**config.mk**
```make
export PLATFORM = sky130hd
export DESIGN_NAME = ngf_ram
export DESIGN_NICKNAME = d
export VERILOG_FILES = /design/src/design/ngf_ram.sv
export SDC_FILE = /design/constraint.sdc
export NUM_CORES = 1
export LEC_CHECK = 0
export ABC_CLOCK_PERIOD_IN_PS = 5980
export BUFFER_PORTS_ARGS = -buffer_cell sky130_fd_sc_hd__clkbuf_2
export CORE_MARGIN = 3
export CORE_UTILIZATION = 55
export DETAILED_ROUTE_END_ITERATION = 8
export HOLD_SLACK_MARGIN = 0.06
export PLACE_DENSITY = 0.72
export SYNTH_ARGS = -nofsm -noshare
export SYNTH_HDL_FRONTEND = slang
export SYNTH_SLANG_ARGS = --single-unit
```
**constraint.sdc**
```tcl
create_clock -name i_clk -period 5.98 [get_ports i_clk]
set_input_delay 0.897 -clock i_clk [delete_from_list [all_inputs] [get_ports i_clk]]
set_output_delay 0.897 -clock i_clk [all_outputs]
set_load 0.01 [all_outputs]
```
**src/design/ngf_ram.sv**
```systemverilog
// ----------------------------------------------------------------------------
// ngf_ram: generic single-write, single-read RAM
// One write port and one read port with a registered read.
// ----------------------------------------------------------------------------
module ngf_ram #(
    parameter int WIDTH = 32,
    parameter int DEPTH = 16
) (
    input  logic                     i_clk,
    input  logic                     i_wr_en,
    input  logic [$clog2(DEPTH)-1:0] i_wr_addr,
    input  logic [WIDTH-1:0]         i_wr_data,
    input  logic                     i_rd_en,
    input  logic [$clog2(DEPTH)-1:0] i_rd_addr,
    output logic [WIDTH-1:0]         o_rd_data
);

    logic [WIDTH-1:0] r_mem [DEPTH];
    logic [WIDTH-1:0] r_rd_data;

    always_ff @(posedge i_clk) begin
        if (i_wr_en) begin
            r_mem[i_wr_addr] <= i_wr_data;
        end
        if (i_rd_en) begin
            r_rd_data <= r_mem[i_rd_addr];
        end
    end

    assign o_rd_data = r_rd_data;

endmodule

```
==> results.toml <==
[sta]
setup_viol = 0
fmax_mhz = 363
clock-skew-final_ns = 0.0228
relSlewSlack_pct = 25.7
min_period_ns = 2.75
finalCritPeriodShare_pct = 46.0
hold_viol = 0
rsz0062_at_grt = "no"
finalMaxSlewViolations = 0
tightestPinTransition_ns = 1.11
setup_tns_ns = 0

[critical_path]
cp_max_fo = 70
arrival_ns = 3.06
crit_required_ns = 6.29
cp-start-kind = "input pin"
r2r_start = "r_mem[10][1]"
worstReg2RegEnd = "o_rd_data[1]"
cp-end-kind = "flop"
crit_type = "input pin to flop"
reg2reg_setup_slack_ns = 4.48
ff2ff_path_depth = 3

[place]
dp_hpwl_mm = 19.0
globalplace.congestion = 0.713
io_buffers = 74
dp.cells = 1353

[floorplanning]
start_util_pct = 56.3
die_h_um = 198
coreArea_um2 = 35800
dieArea_um2 = 39000
std_cell_rows = 69
ios = 75
die_x_um = 198

[global_route]
grt_max_degree = 71
antenna_found_initial = 3
grt_pass1_wl_mm = 61.1
grt_pass1_vias = 9470
overflow = 0
grt_use_total_pct = 21.6

[cells_and_area]
layout_commonest_cell = "edfxtp_1"
drive_gt1_share_pct = 32.4
fillers = 2317
nets = 988
syn_to_final_growth_pct = 13.2
layout_common_cells = "edfxtp_1, mux4_2, clkbuf_2, a22oi_1, clkbuf_16"
stdcell_count = 1448

[cts]
cts-resized-gates = 0
clock_latency_ns = 0.58
cts_hold_buf = 0
cts_max_level = 2
cts_sinks = 544
tritoncts = "yes"
cts_buffer_depth = 3
cts_made_buffers = 51
cts-root-buf = "clkbuf_16"
post_cts_buffers = 0
path_clk_slew_ns = 0.06

[yosys]
syn_inst = 838
synthArstFlopShare_pct = 0
ys.flop_type = "edfxtp_1"
synth_top_area_share_pct = 81.0
netlist_area_um2 = 20200
syn_nets = 881
synth_top_area_cell = "edfxtp_1"
synth_area_leaders = "edfxtp_1, mux4_2, a22oi_1"
synth_warnings = 0
ys_ff_latch = 544
synth_cell_types = 17
avgSynthCellArea_um2 = 24.1
synth_seq_area_share_pct = 81.0
synth_edf_count = 544

[routing]
final_antenna_net_count = 0
dr.pass1.iters = 5
vias_per_cell = 6.37
wl_mm = 41.5
vias = 9223
drcViolationCount = 0
wl_per_cell_um = 28.7
drtIter0Drc = 1041

[pwr]
finalPower_w = 0.00773
cellLeakagePower_nw = 7.30
peakVddDrop_mv = 0.243
power_per_cell_area_nw_per_um2 = 339

[hold_path]
hold_path_depth = 1
hold_path_end = "r_mem[0][26]"
hp-start = "i_wr_data[26]"
hold_path.class = "input pin to flop"

[status]
outcome = "complete, no violations"

[job]
cap_violations = 0
[report_power, final]
group	leakage, nW	switching (W)	internal, W
sequential	4.94	0.0000241	0.00430
clock	0.783	0.00132	0.00172
combinational	1.57	0.000219	0.000146
[state kept, by name, summed over array words and instances, names as in the netlist]
| signal | count |
|---|---|
| r_mem | 512 |
| o_rd_data | 32 |
[Yosys cell counts, types with 2 or more instances]
cell type  count
nand2b_1       2
nor2_1        13
nand3b_1       2
nand2_1       33
nor2b_1        2
clkbuf_1      17
a22oi_1       64
buf_2          4
mux4_2       128
edfxtp_1     544
buf_1          9
nor3_1         4
buf_4         11
buf_6          2
[kinds of logic after synthesis]
logic type | share of synthesized area [%]
multiplexers | 14.3
AND/OR/NAND/NOR | 1.25
flip-flops | 81.0
buffers and inverters | 1.10
AO/OA/AOI/OAI | 2.38
[worst max-delay path, stage by stage]
cell and delay [ns]:
clkbuf_8 0.64, buf_4 0.55, mux4_2 0.56, a22oi_1 0.23, nand2_1 0.08
[per-stage QoR]
step	instance area, µm²	hold slack (ns)	setup slack, ns	util (%)
finish	22800	0.723	3.23	63.7
detailed placement	21200	0.729	2.60	59.3
global route	22800	0.736	2.99	63.7
floorplan	20200	0.710	1.90	-
global placement	21200	0.724	2.65	59.3
CTS	22800	0.691	3.18	63.7
[how the worst max path moves through the flow]
stage	startpoint	to	cells past startpoint
floorplan	i_wr_addr[2]	r_mem[0][0]	2
global placement	i_rd_addr[0]	o_rd_data[18]	5
detailed placement	i_rd_addr[0]	o_rd_data[18]	5
CTS	i_rd_addr[0]	o_rd_data[18]	5
global route	i_rd_addr[0]	o_rd_data[17]	5
finish	i_rd_addr[0]	o_rd_data[18]	5
[area by class of cell]
type                    count  area [µm²]  area share (%)
diodes                      1        2.50          0.0110
clock buffers              62        1340            5.86
clock inverters            32         246            1.08
multi-input cells         251        3750            16.4
flip-flops and latches    544       16300            71.6
well taps                 461         577            2.53
repair buffers             97         579            2.54
[metal layers]
metal | track usage, % | up-vias | routed length (µm)
met1 | 32.8 | 4906 | 17300
li1 | - | 3826 | -
met4 | 5.77 | 2 | 839
met5 | 0 | - | 13
met3 | 4.45 | 63 | 3600
met2 | 33.1 | 426 | 19800
Note: power is estimated with default switching activity, not from simulation.
