### config.mk
export PLATFORM = sky130hd
export DESIGN_NAME = ngf_satinc
export DESIGN_NICKNAME = d
export VERILOG_FILES = /design/src/design/ngf_pkg.sv /design/src/design/ngf_satinc.sv
export SDC_FILE = /design/constraint.sdc
export NUM_CORES = 1
export LEC_CHECK = 0
export BUFFER_PORTS_ARGS = -buffer_cell sky130_fd_sc_hd__buf_4
export CORE_ASPECT_RATIO = 0.7
export CORE_MARGIN = 4
export CORE_UTILIZATION = 42
export DETAILED_ROUTE_END_ITERATION = 8
export PLACE_DENSITY = 0.85
export SETUP_SLACK_MARGIN = 0.4
export SYNTH_ARGS = -nofsm -noshare
export SYNTH_HDL_FRONTEND = slang
export SYNTH_SLANG_ARGS = --single-unit
### constraint.sdc
create_clock -name vclk -period 3.3
set_input_delay 0.66 -clock vclk [all_inputs]
set_output_delay 0.66 -clock vclk [all_outputs]
set_load 0.01 [all_outputs]
### src/design/ngf_pkg.sv
// ----------------------------------------------------------------------------
// ngf_pkg: shared constants and helpers for the n-gram frequency counter
// Holds the sizes of the counter table, command codes and address helpers.
// ----------------------------------------------------------------------------
package ngf_pkg;

    localparam int ALPHABET_SIZE = 128;
    localparam int CODE_BITS     = 7;
    localparam int MAX_LEN       = 2;
    localparam int CODE_LIMIT    = 128;

    localparam int CHAR_W = 8;
    localparam int LEN_W  = 2;
    localparam int GRAM_W = 14;
    localparam int CNT_W  = 32;

    // Bank 1 holds single characters, bank 2 follows it and holds pairs.
    localparam int BANK2_BASE = ALPHABET_SIZE;
    localparam int TABLE_SIZE = ALPHABET_SIZE + ALPHABET_SIZE * ALPHABET_SIZE;
    localparam int ADDR_W     = $clog2(TABLE_SIZE);

    localparam logic [CNT_W-1:0] SAT_MAX = '1;

    localparam logic CMD_ADD   = 1'b0;
    localparam logic CMD_QUERY = 1'b1;

    // Table address of a gram of the given length; prev is the older code.
    function automatic logic [ADDR_W-1:0] gram_addr(
        input logic [LEN_W-1:0]     len,
        input logic [CODE_BITS-1:0] prev,
        input logic [CODE_BITS-1:0] code
    );
        logic [ADDR_W-1:0] addr;
        if (len == LEN_W'(1)) begin
            addr = ADDR_W'(code);
        end else begin
            addr = ADDR_W'(BANK2_BASE) + ADDR_W'({prev, code});
        end
        return addr;
    endfunction

endpackage

### src/design/ngf_satinc.sv
// ----------------------------------------------------------------------------
// ngf_satinc: saturating 32-bit incrementer
// Shared by the gram counters and the character total.
// ----------------------------------------------------------------------------
module ngf_satinc (
    input  logic [ngf_pkg::CNT_W-1:0] i_value,
    output logic [ngf_pkg::CNT_W-1:0] o_value
);

    always_comb begin
        if (i_value == ngf_pkg::SAT_MAX) begin
            o_value = i_value;
        end else begin
            o_value = i_value + ngf_pkg::CNT_W'(1);
        end
    end

endmodule

==> results of run 1 <==
-- metrics by stage --
step | std cells | setup WS [ns] | instance area [sq um] | utilization
after CTS | 222 | 0.327 | 1550 | 0.914
after detailed placement | 211 | 0.102 | 1330 | 0.783
after global placement | 211 | 0.168 | 1330 | 0.783
after floorplan | 123 | 0.410 | 807 | -
-- logic make-up after synthesis --
family	count (synthesis)	share of synthesized area
AND/OR/NAND/NOR	76	0.554
XOR/XNOR	23	0.250
AO/OA/AOI/OAI	14	0.102
buffers and inverters	7	0.0512
multiplexers	2	0.0279
adder cells (fa/ha/maj)	1	0.0155
-- what timing repair did --
item                                    CTS
pin swaps                                10
resized for setup                        30
setup buffers                            11
endpoints found under the setup margin   23
==> results.md, run 1 <==
* Stop err: [ERROR DPL-0033] detailed placement checks failed during check placement.
* Kind of the worst endpoint: output port
* Fraction of the yosys area taken by sequential cells at 0
* Most frequent cells after synthesis: xor2_1 (16), nand2_1 (14), nor2_1 (13)
* Synthesized area divided by synthesized cell count at 6.56 sq um
* Number of primary I/O pins at 64
* Die W at 60.4 microns
* Net count after synthesis at 156
* Initial Util at 0.476
* RD Place Congestion at 0.855
* Cell type with the largest total area after synthesis: xor2_1
* Top-area cell type share of the netlist area at 0.174
* Cells after Synth at 123
* Worst EP post-GRT repair: o_value[11]
* Status: did not finish
* Pin count of the biggest net entering global routing at 9
* Top-count cell post-synth: xor2_1
* Synth cell types at 28
* Area contributors post-synth: xor2_1 (17%), xnor2_1 (7.6%), nand3_1 (7.4%)
* Height of the chip at 44.7 microns
* CTS Hold Bufs at 0
* Post-detailed-placement half-perimeter wirelength at 2530 microns
* Stage at which the flow ended: global routing
* Number of synthesis warnings at 0
* Number of buffer cells added on primary ports at 64
* Number of standard-cell rows in the floorplan at 12
* Initial antenna violation count at 0
* Synthesized area at 807 sq um
==> inputs of run 2 (changes only) <==
--- a/config.mk
+++ b/config.mk
@@ -6,12 +6,10 @@
 export NUM_CORES = 1
 export LEC_CHECK = 0
 export BUFFER_PORTS_ARGS = -buffer_cell sky130_fd_sc_hd__buf_4
-export CORE_ASPECT_RATIO = 0.7
-export CORE_MARGIN = 4
-export CORE_UTILIZATION = 42
+export CORE_AREA = 4 4 65 67
 export DETAILED_ROUTE_END_ITERATION = 8
-export PLACE_DENSITY = 0.85
-export SETUP_SLACK_MARGIN = 0.4
+export DIE_AREA = 0 0 69 71
+export PLACE_DENSITY_LB_ADDON = 0.15
 export SYNTH_ARGS = -nofsm -noshare
 export SYNTH_HDL_FRONTEND = slang
 export SYNTH_SLANG_ARGS = --single-unit
==> run 2 against run 1 <==
The run now ends clean. Area after synthesis unchanged. Synthesized cell count unchanged.
==> results.md, run 2 <==
* Status: complete, no violations
* Post-detailed-placement half-perimeter wirelength at 2610 microns (+3.1%)
* Number of standard-cell rows in the floorplan at 22 (+10)
* Net count after synthesis at 156 (unchanged)
* Highest clock rate at 318 MHz
* Clock share of power at 0
* Minimum clock period at 3.14 ns
* Top-count cell post-synth: xor2_1
* CTS Hold Bufs at 0 (unchanged)
* Layout area overhead at 69.8%
* Overall track demand over capacity in global routing at 0.116
* CP Max Fanout at 6
* Initial antenna violation count at 0
* Leading cell type in the layout, fill and taps excluded: buf_4
* Pins over their slew limit at 0
* Commonest non-fill, non-tap cells in the layout: buf_4 (70), xor2_1 (16), nand2_1 (14)
* Library cell appearing most often on the critical path: buf_4
* Static leakage at 0.599 nW
* Die W at 69 microns (+14%)
* Filler cell count in the final layout at 395
* Flop pwr share at 0
* Slew Limit Headroom at 0.641
* First-pass DRT Iterations at 4
* Register area at 0 sq um
* Most frequent cells after synthesis: xor2_1 (16), nand2_1 (14), nor2_1 (13)
* Total number of vias at 1121
* DRT iter0 DRCs at 52
* Crit path buffers/inverters at 3
* Share of cells above drive strength 1 at 0.408
* Type of element capturing the critical path: output pin
* Fraction of the yosys area taken by sequential cells at 0 (unchanged)
* Number of synthesis warnings at 0 (unchanged)
* Critical Path Source Type: input port
* Start-to-end type of the worst setup path: in -> out
* Pin count of the biggest net entering global routing at 9
* Worst Hold Class: in -> out
* Data required time of the worst path at 2.64 ns
* Number of nets in the layout at 226
* Number of violations of the max-capacitance limit at 0
* Net switching power at 61.5 uW
* Actual slew at the worst max-slew pin at 0.534 ns
* Area of the core region at 3630 sq um
* Worst IR Drop VDD at 0.0000266 V
* Synthesized area at 807 sq um (unchanged)
* Number of buffer cells added on primary ports at 64 (unchanged)
* Wire length of the first global-routing pass at 5080 microns
* Vias in the first global route at 1123
* Cells traversed along the worst timing path: buf_4 -> ha_1 -> nand4_1 -> or4_1 -> nor3_4 -> buf_4 -> nor3_1 -> xor2_1 -> buf_4
* Worst hold slack at 1.60 ns
* Slowest Stage Delay on Critical Path at 0.57 ns
* Cell class contributing the biggest share of worst-path delay: simple AND/OR/NAND/NOR gates
* Total congestion overflow at 0
* Sw frac at 0.473
* Number of non-filler instances in the completed layout at 239
* Total power divided by cell area at 94.8 nW/um^2
* Count of placed standard cells including taps at 239 (+13%)
* Post-Route Setup TNS at 0 ns
* Residual antenna-violating net count after detailed routing at 0
* # DRC at 0
* Internal power contribution at 68.4 uW
* Sequential cell count at 0
* Data arrival at the endpoint of the critical path at 2.48 ns
* Crit-path slowest cell: or4_1
* Cells after Synth at 123 (unchanged)
* RD Place Congestion at 0.787 (-7.9%)
* Antenna cells at 0
* Cell type with the largest total area after synthesis: xor2_1
* Area contributors post-synth: xor2_1 (17%), xnor2_1 (7.6%), nand3_1 (7.4%)
* Top-area cell type share of the netlist area at 0.174 (unchanged)
* Initial Util at 0.222 (-0.254)
* Area of the multi-input gates at 766 sq um
* Final hold violation count at 0
* Synthesized area divided by synthesized cell count at 6.56 sq um (unchanged)
* Total of endpoints with negative setup slack in the final report at 0
* Synth cell types at 28 (unchanged)
* RSZ-0062 raised after global routing: false
* Post-route fraction of the period consumed by the critical path at 0.952
* Via count normalized by instance count at 4.69
* Height of the chip at 71 microns (+59%)
* Cells resized by post-CTS repair at 0 (-100%)
* Routed WL per cell at 12.5 microns
* Drt total wl at 2980 microns
* Number of primary I/O pins at 64 (unchanged)
* Die ar. at 4900 sq um
* Layout clock buffers at 0
* Combinational group share of total power at 1.000
==> run 2: path summary, 6_finish.rpt <==
path | from | endpoint | cells past startpoint
worst max-delay path | i_value[0] | o_value[11] | 9
worst min-delay path | i_value[31] | o_value[31] | 3
==> run 2: layer usage <==
metal	wire, microns	vias to the layer above	global-route usage	part of all wire
met4	0	0	0	0
met3	126	0	0.00852	0.042
met5	0	-	0	0
li1	-	589	-	-
met1	1270	501	0.151	0.43
met2	1590	31	0.219	0.53
==> run 2: what timing repair did <==
item | 4_1_cts | 5_1_grt
endpoints found under the hold margin | 0 | 0
setup endpoints to repair | 0 | 7
buffers inserted | 0 | 0
==> run 2: stage by stage <==
stage	utilization	power [mW]	cell area, sq um	setup slack (ns)
after floorplan	-	0.0436	807	0.410
after global placement	0.377	0.130	1370	0.142
after detailed placement	0.377	0.131	1370	0.0875
after CTS	0.377	0.132	1370	0.0915
after global routing	0.377	0.143	1370	0.00319
final	0.377	0.130	1370	0.159
==> run 2: kinds of logic (layout without fill, tap and decap cells) <==
kind of cell    after synthesis  count (layout)  share of synthesized area
simple gates                 76              76                      0.554
xor+xnor                     23              23                      0.250
compound gates               14              14                      0.102
buf+inv                       7              75                     0.0512
mux                           2               2                     0.0279
fa+ha+maj                     1               1                     0.0155
==> run 2: power by group through the flow <==
stage,clock (mW),sequential (mW),combinational (mW)
CTS,0,0,0.132
finish,0,0,0.130
detailed placement,0,0,0.131
global route,0,0,0.143
global placement,0,0,0.130
floorplan,0,0,0.0436
==> run 2: layout make-up <==
type / count / share of cell area
inverter: 5 / 0.0137
tap: 48 / 0.0438
multi-input combinational: 116 / 0.559
timing repair buffer: 70 / 0.384
Note: power is estimated with default switching activity, not from simulation.
==> inputs of run 3 (changes only) <==
--- a/config.mk
+++ b/config.mk
@@ -9,7 +9,6 @@
 export CORE_AREA = 4 4 65 67
 export DETAILED_ROUTE_END_ITERATION = 8
 export DIE_AREA = 0 0 69 71
-export PLACE_DENSITY_LB_ADDON = 0.15
 export SYNTH_ARGS = -nofsm -noshare
 export SYNTH_HDL_FRONTEND = slang
 export SYNTH_SLANG_ARGS = --single-unit
==> run 3 against run 2 <==
Largest cell class unchanged. Highest routed layer unchanged. Non-clock buffer count is 3 higher. Utilization is 0.62 points higher. Via count is 1.6% lower. Critical endpoint is now o_value[27]. First-iteration DRC count is 48% lower.
==> results.md, run 3 (synthesized netlist as in run 2, its figures left out) <==
* Status: complete, no violations
* Layout clock buffers at 0 (unchanged)
* Highest clock rate at 325 MHz (+2.0%)
* Layout area overhead at 72.6%
* Start-to-end type of the worst setup path: in -> out
* DRT iter0 DRCs at 27 (-48%)
* Number of buffer cells added on primary ports at 64 (unchanged)
* Via count normalized by instance count at 4.56 (-2.8%)
* Initial Util at 0.222 (unchanged)
* Residual antenna-violating net count after detailed routing at 0 (unchanged)
* Share of cells above drive strength 1 at 0.418 (+0.00915)
* Data required time of the worst path at 2.64 ns (about the same)
* CP Max Fanout at 8 (+2)
* Worst IR Drop VDD at 0.0000281 V (+5.4%)
* Die ar. at 4900 sq um (unchanged)
* Slew Limit Headroom at 0.681 (+0.0396)
* Met1 demand-to-capacity share in global routing at 0.151 (-0.000836)
* Net switching power at 60.5 uW (-1.6%)
* Number of standard-cell rows in the floorplan at 22 (unchanged)
* Filler cell count in the final layout at 413 (+4.6%)
* Number of nets in the layout at 229 (+1.3%)
* Type of element capturing the critical path: output pin
* Actual slew at the worst max-slew pin at 0.476 ns (-0.0581 ns)
* Flop pwr share at 0 (unchanged)
* Height of the chip at 71 microns (unchanged)
* Sequential cell count at 0 (unchanged)
* Vias in the first global route at 1123 (unchanged)
* Sw frac at 0.469 (-0.00401)
* Count of placed standard cells including taps at 240 (+0.42%)
* Routed WL per cell at 11.7 microns (-6.2%)
* RSZ-0062 raised after global routing: false
* Commonest non-fill, non-tap cells in the layout: buf_4 (73), xor2_1 (16), nand2_1 (14)
* Number of non-filler instances in the completed layout at 242 (+1.3%)
* Area of the core region at 3630 sq um (unchanged)
* Die W at 69 microns (unchanged)
* Worst Hold Class: in -> out
* Met3 track demand over resource in global routing at 0.0170 (+0.00852)
* Post-detailed-placement half-perimeter wirelength at 2450 microns (-6.2%)
* Overall track demand over capacity in global routing at 0.113 (-0.00323)
* # DRC at 0 (unchanged)
* Combinational group share of total power at 1.000 (about the same)
* Total power divided by cell area at 92.6 nW/um^2 (-2.4%)
* Data arrival at the endpoint of the critical path at 2.42 ns (-0.06 ns)
* Pin count of the biggest net entering global routing at 9 (unchanged)
* Minimum clock period at 3.08 ns (-0.0628 ns)
* Number of violations of the max-capacitance limit at 0 (unchanged)
* Number of primary I/O pins at 64 (unchanged)
* GR Util met2 at 0.202 (-0.0169)
* Critical Path Source Type: input port
* Clock share of power at 0 (unchanged)
* Drt total wl at 2830 microns (-5.0%)
* RD Place Congestion at 0.813 (+3.2%)
* First-pass DRT Iterations at 5 (+1)
* Static leakage at 0.614 nW (+2.5%)
* Antenna cells at 0 (unchanged)
* Post-Route Setup TNS at 0 ns (unchanged)
* Busiest layer in global routing: met2
* Wire length of the first global-routing pass at 4970 microns (-2.2%)
* Total number of vias at 1103 (-1.6%)
* Total of endpoints with negative setup slack in the final report at 0 (unchanged)
* Final hold violation count at 0 (unchanged)
* Register area at 0 sq um (unchanged)
* Total congestion overflow at 0 (unchanged)
* Post-route fraction of the period consumed by the critical path at 0.933 (-0.0190)
* Initial antenna violation count at 0 (unchanged)
* Leading cell type in the layout, fill and taps excluded: buf_4
* Pins over their slew limit at 0 (unchanged)
* Internal power contribution at 68.4 uW (about the same)
-- run 3: cell types whose count changed in the layout (fill, tap and decap cells not counted), sizes merged --
| cell | before | now |
|---|---|---|
| buf | 70 | 73 |
-- run 3: cell type report --
cell class                      count  area [sq um]  share of cell area
Multi-Input combinational cell    116           766               0.550
Timing Repair Buffer               73           548               0.394
Tap cell                           48          60.1              0.0431
Inverter                            5          18.8              0.0135
-- run 3: what timing repair did --
action / in CTS / in global routing
gates resized for setup: 0 / 0
buffers inserted: 0 / 2
hold buffers: 0 / 0
setup endpoints to repair: 0 / 8
-- run 3: per-layer routing --
metal | vias up | wire (microns)
met5 | - | 0
li1 | 597 | -
met3 | 0 | 196
met2 | 33 | 1330
met1 | 473 | 1310
met4 | 0 | 0
-- run 3: worst max-delay path, stage by stage --
cell and delay [ns]:
buf_4 0.10, ha_1 0.19, nand4_1 0.13, or4_1 0.55
o21ai_2 0.35, nor4b_1 0.11, xor2_1 0.16, buf_4 0.16
-- run 3: stage by stage --
step                      total power [mW]   util  setup slack (ns)  instance area, sq um  hold slack, ns
final                                0.129  0.383             0.222                  1390            1.61
after global routing                 0.144  0.383            0.0134                  1390            1.62
after CTS                            0.131  0.379             0.108                  1380            1.61
after detailed placement             0.130  0.379             0.101                  1380            1.60
after global placement               0.130  0.379             0.137                  1380            1.60
after floorplan                     0.0436      -             0.410                   807            1.40
-- run 3: power by group through the flow --
stage	sequential [mW]	combinational (mW)	clock, mW
after floorplan	0	0.0436	0
after global placement	0	0.130	0
after detailed placement	0	0.130	0
after CTS	0	0.131	0
after global routing	0	0.144	0
final	0	0.129	0
-- run 3: final timing paths --
kind / startpoint / to / slack [ns] / cells past startpoint
worst min-delay path: i_value[21] / o_value[21] / 1.61 / 3
worst max-delay path: i_value[0] / o_value[27] / 0.22 / 8
